<file path="src/flst_pkg.sv">
// ----------------------------------------------------------------------------
// Fault latch package
// Widths, mode codes, register indexes and limits shared by the fault latch.
// ----------------------------------------------------------------------------
`default_nettype none

package flst_pkg;

    // Number of fault sources, one bit each (1 to 32).
    localparam int NUM_SOURCES = 32;

    // Field widths.
    localparam int MODE_W   = 3;
    localparam int BITS_W   = 32;
    localparam int REASON_W = 5;
    localparam int INDEX_W  = 5;
    localparam int CFG_IDX_W  = 2;
    localparam int CFG_DATA_W = 32;

    // Bits of source_bits that map to real sources.
    localparam logic [BITS_W-1:0] SRC_MASK =
        BITS_W'((64'd1 << NUM_SOURCES) - 64'd1);

    // Largest reason code that is stored as given.
    localparam logic [REASON_W-1:0] REASON_MAX = 5'd29;

    // Item modes.
    localparam logic [MODE_W-1:0] MODE_RAISE     = 3'd0;
    localparam logic [MODE_W-1:0] MODE_CLEAR     = 3'd1;
    localparam logic [MODE_W-1:0] MODE_CLEAR_ALL = 3'd2;
    localparam logic [MODE_W-1:0] MODE_TAKE_LOG  = 3'd3;
    localparam logic [MODE_W-1:0] MODE_READ      = 3'd4;

    // Configuration register indexes.
    localparam logic [CFG_IDX_W-1:0] REG_CRITICAL = 2'd0;
    localparam logic [CFG_IDX_W-1:0] REG_HIGH     = 2'd1;
    localparam logic [CFG_IDX_W-1:0] REG_WARNING  = 2'd2;

endpackage

`default_nettype wire

</file>
<file path="src/flst_if.sv">
// ----------------------------------------------------------------------------
// Fault latch channel interfaces
// Valid/ready channels for fault items, results and register writes.
// ----------------------------------------------------------------------------
`default_nettype none

// Fault item channel.
interface flst_item_if;
    logic                              valid;
    logic                              ready;
    logic [flst_pkg::MODE_W-1:0]       mode;
    logic [flst_pkg::BITS_W-1:0]       source_bits;
    logic [flst_pkg::REASON_W-1:0]     fault_reason;
    logic [flst_pkg::INDEX_W-1:0]      source_index;

    modport source (output valid, mode, source_bits, fault_reason, source_index,
                    input ready);
    modport sink   (input valid, mode, source_bits, fault_reason, source_index,
                    output ready);
endinterface

// Result channel.
interface flst_result_if;
    logic                              valid;
    logic                              ready;
    logic [flst_pkg::BITS_W-1:0]       active_flags;
    logic [flst_pkg::BITS_W-1:0]       logged_bits;
    logic [flst_pkg::REASON_W-1:0]     reason_out;
    logic                              critical_active;
    logic                              high_active;
    logic                              warning_active;
    logic                              shutdown_pulse;

    modport source (output valid, active_flags, logged_bits, reason_out,
                    critical_active, high_active, warning_active, shutdown_pulse,
                    input ready);
    modport sink   (input valid, active_flags, logged_bits, reason_out,
                    critical_active, high_active, warning_active, shutdown_pulse,
                    output ready);
endinterface

// Register write channel.
interface flst_cfg_if;
    logic                                valid;
    logic                                ready;
    logic [flst_pkg::CFG_IDX_W-1:0]      index;
    logic [flst_pkg::CFG_DATA_W-1:0]     data;

    modport source (output valid, index, data, input ready);
    modport sink   (input valid, index, data, output ready);
endinterface

`default_nettype wire

</file>
<file path="src/fault_latch_with_safety_trip_top.sv">
// ----------------------------------------------------------------------------
// Fault latch with safety trip
// Sticky fault mask, pending log, per-source reasons and critical shutdown.
// ----------------------------------------------------------------------------
// Usage:
//   item   : fault items in (mode, source_bits, fault_reason, source_index).
//   result : one result per item (flags, taken log, reason, severities, pulse).
//   cfg    : register writes; index 0 critical, 1 high, 2 warning mask.
//            Always ready; write only while no item is in flight.
// Latency: a result is valid the cycle after its item transfer.
// Throughput: one item per cycle while results drain. All state updates
//   and the severity and trip checks are one level of logic between the
//   fault state registers and the result register.
// Stall: the result register holds while result.ready is low, and item.ready
//   drops for as long as a result is held; a new item is taken in the same
//   cycle the held result transfers.
// Reset: masks, pending log, reasons, trip flag and severity masks go to
//   zero, and the result register empties.
// ----------------------------------------------------------------------------
`default_nettype none

module fault_latch_with_safety_trip_top
(
    input  wire                clk,
    input  wire                rst_n,
    flst_item_if.sink          item,
    flst_result_if.source      result,
    flst_cfg_if.sink           cfg
);

    // Configuration registers.
    logic [flst_pkg::BITS_W-1:0] crit_mask_reg;
    logic [flst_pkg::BITS_W-1:0] high_mask_reg;
    logic [flst_pkg::BITS_W-1:0] warn_mask_reg;

    // Fault state.
    logic [flst_pkg::BITS_W-1:0]   active_reg;
    logic [flst_pkg::BITS_W-1:0]   active_next;
    logic [flst_pkg::BITS_W-1:0]   pending_reg;
    logic [flst_pkg::BITS_W-1:0]   pending_next;
    logic                          trip_reg;
    logic                          trip_next;
    logic [flst_pkg::REASON_W-1:0] reason_reg [flst_pkg::NUM_SOURCES];

    // Result register.
    logic                          out_valid_reg;
    logic [flst_pkg::BITS_W-1:0]   out_active_reg;
    logic [flst_pkg::BITS_W-1:0]   out_logged_reg;
    logic [flst_pkg::BITS_W-1:0]   logged_next;
    logic [flst_pkg::REASON_W-1:0] out_reason_reg;
    logic [flst_pkg::REASON_W-1:0] reason_next;
    logic                          out_crit_reg;
    logic                          out_high_reg;
    logic                          out_warn_reg;
    logic                          out_pulse_reg;
    logic                          pulse_next;

    // Item decode.
    logic                          accept;
    logic [flst_pkg::BITS_W-1:0]   src_bits;
    logic [flst_pkg::BITS_W-1:0]   fresh;
    logic [flst_pkg::REASON_W-1:0] why;
    logic                          is_raise;
    logic                          is_clear_all;
    logic                          crit_next;

    // Handshakes: the item side opens whenever the result slot is free or drains.
    assign cfg.ready  = 1'b1;
    assign item.ready = !out_valid_reg || result.ready;
    assign accept     = item.valid && item.ready;

    // Configuration writes; an index past the list is ignored.
    always_ff @(posedge clk or negedge rst_n)
    begin
        if (!rst_n)
        begin
            crit_mask_reg <= '0;
            high_mask_reg <= '0;
            warn_mask_reg <= '0;
        end
        else if (cfg.valid)
        begin
            unique case (cfg.index)
                flst_pkg::REG_CRITICAL: crit_mask_reg <= cfg.data;
                flst_pkg::REG_HIGH:     high_mask_reg <= cfg.data;
                flst_pkg::REG_WARNING:  warn_mask_reg <= cfg.data;
                default:                ;
            endcase
        end
    end

    // Operand cleanup: drop bits past the source count, out-of-range reasons read as zero.
    assign src_bits = item.source_bits & flst_pkg::SRC_MASK;
    assign why      = (item.fault_reason > flst_pkg::REASON_MAX) ? '0 : item.fault_reason;
    assign fresh    = src_bits & ~active_reg;

    // Mode decode and next fault state.
    always_comb
    begin
        active_next  = active_reg;
        pending_next = pending_reg;
        logged_next  = '0;
        reason_next  = '0;
        is_raise     = 1'b0;
        is_clear_all = 1'b0;
        unique case (item.mode)
            flst_pkg::MODE_RAISE:
            begin
                is_raise     = 1'b1;
                active_next  = active_reg | src_bits;
                pending_next = pending_reg | fresh;
            end
            flst_pkg::MODE_CLEAR:
            begin
                active_next = active_reg & ~src_bits;
            end
            flst_pkg::MODE_CLEAR_ALL:
            begin
                is_clear_all = 1'b1;
                active_next  = '0;
                pending_next = '0;
            end
            flst_pkg::MODE_TAKE_LOG:
            begin
                logged_next  = pending_reg;
                pending_next = '0;
            end
            flst_pkg::MODE_READ:
            begin
                for (int i = 0; i < flst_pkg::NUM_SOURCES; i++)
                begin
                    if (item.source_index == flst_pkg::INDEX_W'(i))
                    begin
                        reason_next = reason_reg[i];
                    end
                end
            end
            default:
            begin
            end
        endcase
    end

    // Trip check: pulse once when a critical source becomes active while armed.
    assign crit_next  = |(active_next & crit_mask_reg);
    assign pulse_next = crit_next && (is_clear_all || !trip_reg);
    assign trip_next  = crit_next;

    // Fault state registers.
    always_ff @(posedge clk or negedge rst_n)
    begin
        if (!rst_n)
        begin
            active_reg  <= '0;
            pending_reg <= '0;
            trip_reg    <= 1'b0;
        end
        else if (accept)
        begin
            active_reg  <= active_next;
            pending_reg <= pending_next;
            trip_reg    <= trip_next;
        end
    end

    // Reason store: newly raised sources take the reason, clear-all zeroes every entry.
    always_ff @(posedge clk or negedge rst_n)
    begin
        if (!rst_n)
        begin
            for (int i = 0; i < flst_pkg::NUM_SOURCES; i++)
            begin
                reason_reg[i] <= '0;
            end
        end
        else if (accept)
        begin
            for (int i = 0; i < flst_pkg::NUM_SOURCES; i++)
            begin
                if (is_clear_all)
                begin
                    reason_reg[i] <= '0;
                end
                else if (is_raise && fresh[i])
                begin
                    reason_reg[i] <= why;
                end
            end
        end
    end

    // Result valid flag.
    always_ff @(posedge clk or negedge rst_n)
    begin
        if (!rst_n)
        begin
            out_valid_reg <= 1'b0;
        end
        else if (item.ready)
        begin
            out_valid_reg <= item.valid;
        end
    end

    // Result payload, loaded on every item transfer.
    always_ff @(posedge clk)
    begin
        if (accept)
        begin
            out_active_reg <= active_next;
            out_logged_reg <= logged_next;
            out_reason_reg <= reason_next;
            out_crit_reg   <= crit_next;
            out_high_reg   <= |(active_next & high_mask_reg);
            out_warn_reg   <= |(active_next & warn_mask_reg);
            out_pulse_reg  <= pulse_next;
        end
    end

    assign result.valid           = out_valid_reg;
    assign result.active_flags    = out_active_reg;
    assign result.logged_bits     = out_logged_reg;
    assign result.reason_out      = out_reason_reg;
    assign result.critical_active = out_crit_reg;
    assign result.high_active     = out_high_reg;
    assign result.warning_active  = out_warn_reg;
    assign result.shutdown_pulse  = out_pulse_reg;

endmodule

`default_nettype wire

</file>
<file path="src/flat_wrapper.sv">
// flat-port wrapper written by rule: the top's interface ports become plain ports
module fault_latch_with_safety_trip_top_flat 
  (clk, rst_n, item_valid, item_mode, item_source_bits, item_fault_reason, item_source_index, item_ready, result_valid, result_active_flags, result_logged_bits, result_reason_out, result_critical_active, result_high_active, result_warning_active, result_shutdown_pulse, result_ready, cfg_valid, cfg_index, cfg_data, cfg_ready);
  flst_item_if item_i ();
  flst_result_if result_i ();
  flst_cfg_if cfg_i ();
  input  wire clk;
  input  wire rst_n;
  input wire logic [$bits(item_i.valid)-1:0] item_valid;
  input wire logic [$bits(item_i.mode)-1:0] item_mode;
  input wire logic [$bits(item_i.source_bits)-1:0] item_source_bits;
  input wire logic [$bits(item_i.fault_reason)-1:0] item_fault_reason;
  input wire logic [$bits(item_i.source_index)-1:0] item_source_index;
  output wire logic [$bits(item_i.ready)-1:0] item_ready;
  output wire logic [$bits(result_i.valid)-1:0] result_valid;
  output wire logic [$bits(result_i.active_flags)-1:0] result_active_flags;
  output wire logic [$bits(result_i.logged_bits)-1:0] result_logged_bits;
  output wire logic [$bits(result_i.reason_out)-1:0] result_reason_out;
  output wire logic [$bits(result_i.critical_active)-1:0] result_critical_active;
  output wire logic [$bits(result_i.high_active)-1:0] result_high_active;
  output wire logic [$bits(result_i.warning_active)-1:0] result_warning_active;
  output wire logic [$bits(result_i.shutdown_pulse)-1:0] result_shutdown_pulse;
  input wire logic [$bits(result_i.ready)-1:0] result_ready;
  input wire logic [$bits(cfg_i.valid)-1:0] cfg_valid;
  input wire logic [$bits(cfg_i.index)-1:0] cfg_index;
  input wire logic [$bits(cfg_i.data)-1:0] cfg_data;
  output wire logic [$bits(cfg_i.ready)-1:0] cfg_ready;
  assign item_i.valid = item_valid;
  assign item_i.mode = item_mode;
  assign item_i.source_bits = item_source_bits;
  assign item_i.fault_reason = item_fault_reason;
  assign item_i.source_index = item_source_index;
  assign item_ready = item_i.ready;
  assign result_valid = result_i.valid;
  assign result_active_flags = result_i.active_flags;
  assign result_logged_bits = result_i.logged_bits;
  assign result_reason_out = result_i.reason_out;
  assign result_critical_active = result_i.critical_active;
  assign result_high_active = result_i.high_active;
  assign result_warning_active = result_i.warning_active;
  assign result_shutdown_pulse = result_i.shutdown_pulse;
  assign result_i.ready = result_ready;
  assign cfg_i.valid = cfg_valid;
  assign cfg_i.index = cfg_index;
  assign cfg_i.data = cfg_data;
  assign cfg_ready = cfg_i.ready;
  fault_latch_with_safety_trip_top u_core (.clk(clk), .rst_n(rst_n), .item(item_i), .result(result_i), .cfg(cfg_i));
endmodule
</file>
<file path="config.mk">
export PLATFORM = sky130hd
export DESIGN_NAME = fault_latch_with_safety_trip_top_flat
export DESIGN_NICKNAME = d
export VERILOG_FILES = /design/src/flst_pkg.sv /design/src/flst_if.sv /design/src/fault_latch_with_safety_trip_top.sv /design/src/flat_wrapper.sv
export SDC_FILE = /design/constraint.sdc
export NUM_CORES = 1
export LEC_CHECK = 0
export ABC_AREA = 1
export BUFFER_PORTS_ARGS = -buffer_cell sky130_fd_sc_hd__buf_4
export CAP_MARGIN = 20
export CORE_MARGIN = 2
export CORE_UTILIZATION = 30
export DETAILED_ROUTE_END_ITERATION = 12
export GPL_TIMING_DRIVEN = 0
export HOLD_SLACK_MARGIN = 0.03
export PLACE_DENSITY = 0.57
export SETUP_SLACK_MARGIN = 0.15
export SYNTH_ARGS = -nofsm -noshare
export SYNTH_HDL_FRONTEND = slang
export SYNTH_SLANG_ARGS = --single-unit
</file>
<file path="constraint.sdc">
create_clock -name clk -period 5.9 [get_ports clk]
set_input_delay 1.18 -clock clk [delete_from_list [all_inputs] [get_ports clk]]
set_output_delay 1.18 -clock clk [all_outputs]
set_load 0.01 [all_outputs]
</file>
== Word level (Yosys, flattened, before mapping) ==
Cells that the tools add are included.

* Order comparisons: 1
* Equal/unequal tests: 37
* Multiplexer cells: 101
* Bitwise gates (word level): 9
* Reduce and logical (&&, ||, !) cells: 114

{| class="wikitable"
|+ Operators with widths
! cell !! number
|-
| two-way mux 5 bit || 97
|-
| bitwise AND 32 bit || 5
|-
| one-hot mux 32 bit (3 select lines) || 1
|-
| OR reduction 32 bit || 3
|-
| == test 5 bit (second input constant) || 16
|-
| AND reduction 2 bit || 36
|-
| nonzero test 2 bit || 33
|-
| inverter 32 bit || 2
|-
| bitwise OR 32 bit || 2
|-
| one-hot mux 32 bit (2 select lines) || 1
|-
| == test 5 x 4 -> 1 bit (second input constant) || 8
|-
| logical AND 1 bit || 34
|-
| == test 5 x 3 -> 1 bit (second input constant) || 4
|-
| == test 5 x 2 -> 1 bit (second input constant) || 2
|-
| == test 3 x 2 -> 1 bit (second input constant) || 2
|-
| == test 5 x 1 -> 1 bit (second input constant) || 1
|-
| > comparator 5 bit (second input constant) || 1
|-
| logical NOT 5 bit || 1
|-
| == test 3 x 1 -> 1 bit (second input constant) || 1
|-
| == test 3 bit (second input constant) || 1
|-
| logical NOT 3 bit || 1
|-
| == test 2 x 1 -> 1 bit (second input constant) || 1
|-
| == test 2 bit (second input constant) || 1
|-
| logical NOT 1 bit || 2
|-
| 4 further kinds || 6
|}

* Bits in registers: 395
* Input bits: 84
* Output and inout port bits: 76
* Word-level logic and storage cells: 308

== Longest topological paths before layout ==
* Depth after elaboration: 33
* Depth in mapped cells: 24
* Depth with buffers taken out: 24

== Least setup slack after synthesis ==
No wires, ideal clock.

* Kind: input to register
* Start point: input result_ready
* End point: register u_core.reason_reg[100] (netlist name)
* Setup time: 0.142 ns
* Arrival time: 3.979 ns
* Data required time: 5.758 ns
* Setup slack: 1.779 ns
* Cell stages on the path: 10
* Path buffers: 1
* Path through: inv_1 > nand2_1 > nand2_1 > inv_1 > nand2_1 > nor2_1 > clkbuf_1 > a21oi_1 > nand2_1 > o21ai_0

* Cells in the longest elaborated chain, start to end: 3

{| class="wikitable"
|+ RTL lines
! what !! line !! text
|-
| from (decl) || flat_wrapper.sv:23 || <nowiki>input wire logic [$bits(result_i.ready)-1:0] result_ready;</nowiki>
|-
| logical OR 1 bit || fault_latch_with_safety_trip_top.sv:69 || <nowiki>assign item.ready = !out_valid_reg || result.ready;</nowiki>
|-
| net item_ready || flat_wrapper.sv:14 || <nowiki>output wire logic [$bits(item_i.ready)-1:0] item_ready;</nowiki>
|-
| logical AND 1 bit || fault_latch_with_safety_trip_top.sv:70 || <nowiki>assign accept = item.valid && item.ready;</nowiki>
|-
| net u_core.accept || fault_latch_with_safety_trip_top.sv:59 || <nowiki>logic accept;</nowiki>
|-
| AND reduction 2 bit (no line) || - ||
|-
| to (signal, indexed assignment) || fault_latch_with_safety_trip_top.sv:186 || <nowiki>reason_reg[i] <= why;</nowiki>
|-
| to (decl) || fault_latch_with_safety_trip_top.sv:43 || <nowiki>logic [flst_pkg::REASON_W-1:0] reason_reg [flst_pkg::NUM_SOURCES];</nowiki>
|}

The timed path passes the listed nets, and every way through them passes these cells.
A chain may end at the register's enable or synchronous reset.

== Worst setup path in the final report ==
* Start point: input item_source_index[4]
* End point: register u_core.out_reason_reg (netlist bit u_core.result.reason_out[2]), data pin

* Cells in the longest elaborated chain, start to end: 33
* Elaborated cells between the ends (all ways): 64
* Classes of those cells: eq/ne (31); mux (32); reduce/logical (1)

{| class="wikitable"
|+ RTL lines
! what !! line !! text
|-
| from (decl) || flat_wrapper.sv:13 || <nowiki>input wire logic [$bits(item_i.source_index)-1:0] item_source_index;</nowiki>
|-
| logical NOT 5 bit || fault_latch_with_safety_trip_top.sv:132 || <nowiki>if (item.source_index == flst_pkg::INDEX_W'(i))</nowiki>
|-
| two-way mux 5 bit (31 in a row) || fault_latch_with_safety_trip_top.sv:132 ||
|-
| two-way mux 5 bit (*) || fault_latch_with_safety_trip_top.sv:132 ||
|-
| to (signal assigned) || fault_latch_with_safety_trip_top.sv:212 || <nowiki>out_reason_reg <= reason_next;</nowiki>
|-
| to (decl) || fault_latch_with_safety_trip_top.sv:50 || <nowiki>logic [flst_pkg::REASON_W-1:0] out_reason_reg;</nowiki>
|}

Every way passes the cells marked *; elsewhere a longest branch is shown, timed or not.

==> results.json <==
{
  "antenna_found_initial": 5,
  "die_w_um": 243,
  "grt_first_pass_wirelength_um": 80200,
  "path_class": "in2reg",
  "wl_per_cell_um": 17.5,
  "cts_buffers": 45,
  "first_iter_violations": 985,
  "cap_violations": 0,
  "arrival_ps": 3670,
  "cts_max_path_buffers": 3,
  "crit_top_cell": "nand4_1",
  "postRouteAntennaNets": 0,
  "p_seq_share_pct": 48.0,
  "synth_edf_count": 73,
  "yosysMostFrequentCell": "nand2_1",
  "drtPass1Iterations": 6,
  "yosysWarningCount": 0,
  "final_util_pct": 36.9,
  "cp.required_ps": 6230,
  "grt_usage_pct": 17.4,
  "grt_max_degree": 116,
  "syn-cell-area_mm2": 0.0171,
  "layout_worst_path_cycle_share_pct": 56.7,
  "clock-sinks": 395,
  "synth_seq_area_share_pct": 59.8,
  "cts_setup_buffers": 0,
  "grt_pass1_vias": 13900,
  "dieArea_mm2": 0.0590,
  "syn_avg_cell_area_um2": 8.88,
  "gr-usage-met1_pct": 23.5,
  "switchingPower_w": 0.00212,
  "hold_viol": 0,
  "p_leak_nw": 9.63,
  "sw_frac_of_total_pct": 28.5,
  "path_cells": "buf_2 -> buf_1 -> nor3b_1 -> nor2_1 -> nand4_1 -> nor2_1 -> nand4_1 -> nand2_1 -> nand4_1 -> nand2_1 -> nand4_1 -> nand2_1 -> nand4_1 -> nor2_1 -> nand4_1 -> nand2_1 -> nand4_1 -> nor2_1 -> nor2_1",
  "clk_pin_slew_ps": 60,
  "dp_hpwl_um": 38000,
  "seqCellArea_mm2": 0.0102,
  "fp-row-count": 87,
  "grt-ovfl-total": 0,
  "ys_top_cells_by_area": "dfrtp_1 47%, edfxtp_1 13%, nand2_1 12%",
  "cts_root_buf": "clkbuf_16",
  "h-tree-depth": 2,
  "diodes": 0,
  "clock_latency_ps": 570,
  "p_int_w": 0.00533,
  "drc_errors": 0,
  "rsz0062_at_grt": "no",
  "fmax_ghz": 0.299,
  "final_layout_size_suffix_gt1_share_pct": 13.1,
  "ys_seq_elements": 395,
  "layout-area-overhead-vs-synth_pct": 21.3,
  "clockPowerShare_pct": 36.0,
  "worst_pin_slew_ps": 1050,
  "cp-end-kind": "flip-flop",
  "multiInputGateArea_mm2": 0.00581,
  "synth-async-reset-ratio_pct": 81.5,
  "fill_cells": 5918,
  "ctsHoldBuffers": 0,
  "synth_ff_type": "dfrtp_1",
  "post_cts_resize_count": 0,
  "cp_top_family": "simple AND/OR/NAND/NOR gates",
  "core_area_mm2": 0.0564,
  "io_pins": 160,
  "status": "completed",
  "synth_commonest_cells": "542 x nand2_1, 324 x o21ai_0, 322 x dfrtp_1, 181 x inv_1, 123 x nor2_1",
  "worst-path-buf-inv": 2,
  "synth.top_cell.area_share_pct": 47.0,
  "post_dp_cell_area_mm2": 0.0194,
  "synth.distinct_cells": 37,
  "netlist_instances": 1929,
  "syn-num-nets": 2013,
  "critical_path.max_fanout": 10,
  "gp_congestion": 0.856,
  "grt_util_met3_pct": 3.62,
  "via_per_inst": 4.78,
  "wl_um": 51200,
  "layout.nets": 2221,
  "fin_tns_setup_ps": 0,
  "p_per_area_mw_per_mm2": 359,
  "clock_skew_ps": 10.5,
  "portBuffers": 157,
  "min_path_type": "reg2reg",
  "setup_viol": 0,
  "slew_violations": 0,
  "start_util_pct": 30.4,
  "busiest_layer": "met2",
  "slowest_delay_ps": 400,
  "irDropWorstVdd_v": 0.000233,
  "largest_reg_flops": 160,
  "fin_area_mm2": 0.0208,
  "start_kind": "input pin",
  "cpMaxStageDelayCell": "buf_1",
  "cts_tree": "done",
  "layout_min_cycle_time_ps": 3350,
  "pwr-share-comb_pct": 15.9,
  "die_y_um": 243,
  "met2_usage_pct": 28.3,
  "yosysTopAreaCell": "dfrtp_1",
  "vias": 14000,
  "relSlewSlack_pct": 29.1
}
stage by stage:
stage | cells | setup slack [ps] | total power [W] | hold slack [ps]
floorplan | 1929 | 1780 | 0.00429 | 445
detailed placement | 2846 | 1950 | 0.00481 | 465
finish | 2926 | 2550 | 0.00745 | 476
global route | 2926 | 2300 | 0.00786 | 501
global placement | 2842 | 98.8 | 0.00475 | 460
CTS | 2926 | 2550 | 0.00752 | 480
kinds of logic after synthesis:
group	count (synthesis)	share of synthesized area [%]
simple gates	765	18.0
compound gates	488	15.8
flops	395	59.8
buf+inv	280	6.27
other cells	1	0.0219
layout by cell type, fill, tap and decap left out, drive strengths merged:
| cell | netlist | final |
|---|---|---|
| nand2 | 544 | 544 |
| o21ai | 329 | 329 |
| dfrtp | 322 | 322 |
| inv | 208 | 211 |
| buf | 15 | 176 |
| clkbuf | 56 | 129 |
| nor2 | 128 | 128 |
| a21oi | 82 | 82 |
| edfxtp | 73 | 73 |
| nand4 | 37 | 37 |
| o21bai | 32 | 32 |
| nand3 | 27 | 27 |
| a22o | 26 | 26 |
| a221oi | 16 | 16 |
| or2 | 15 | 15 |
| nor3 | 11 | 11 |
| clkinv | 1 | 4 |
| a221o | 2 | 2 |
| or3 | 1 | 1 |
| a21boi | 1 | 1 |
| nor3b | 1 | 1 |
| and3 | 1 | 1 |
| conb | 1 | 1 |
| clkinvlp | 0 | 1 |
final timing paths:
check                      slack, ps                   start                          end  cells after the start
min reg2reg                      480  u_core.reason_reg[114]       u_core.reason_reg[114]                      2
max in group asynchronous       3650                   rst_n     u_core.warn_mask_reg[24]                      4
max                             2550    item_source_index[4]  u_core.result.reason_out[2]                     19
min in group asynchronous        540                   rst_n       u_core.reason_reg[136]                      1
min                              480  u_core.reason_reg[114]       u_core.reason_reg[114]                      2
max reg2reg                     2870     u_core.result.valid       u_core.reason_reg[105]                     10
worst min-delay path, cell delays in order (launching register included):
cell	delay [ps]
dfrtp_1	330
nand2_1	50
o21ai_0	60
layout make-up:
class | instances | share of cell area [%]
Sequential cell | 395 | 49.3
Multi-Input combinational cell | 1254 | 28.0
Clock buffer | 73 | 6.52
Timing Repair Buffer | 161 | 6.24
Tap cell | 756 | 4.55
Inverter | 209 | 3.79
Buffer | 71 | 1.39
Clock inverter | 7 | 0.247
layer usage:
| layer | share of wire [%] | wire length [um] |
|---|---|---|
| met5 | 0.14 | 70 |
| met4 | 1.9 | 966 |
| met3 | 6.1 | 3130 |
| met2 | 47 | 24000 |
| met1 | 45 | 23000 |
power by group through the flow:
stage	logic (W)	clock network, W	registers (W)
floorplan	0.000718	0	0.00357
global placement	0.00115	0	0.00360
detailed placement	0.00120	0	0.00362
CTS	0.00120	0.00275	0.00357
global route	0.00136	0.00286	0.00364
finish	0.00119	0.00269	0.00358
(Power assumes the default switching activity.)
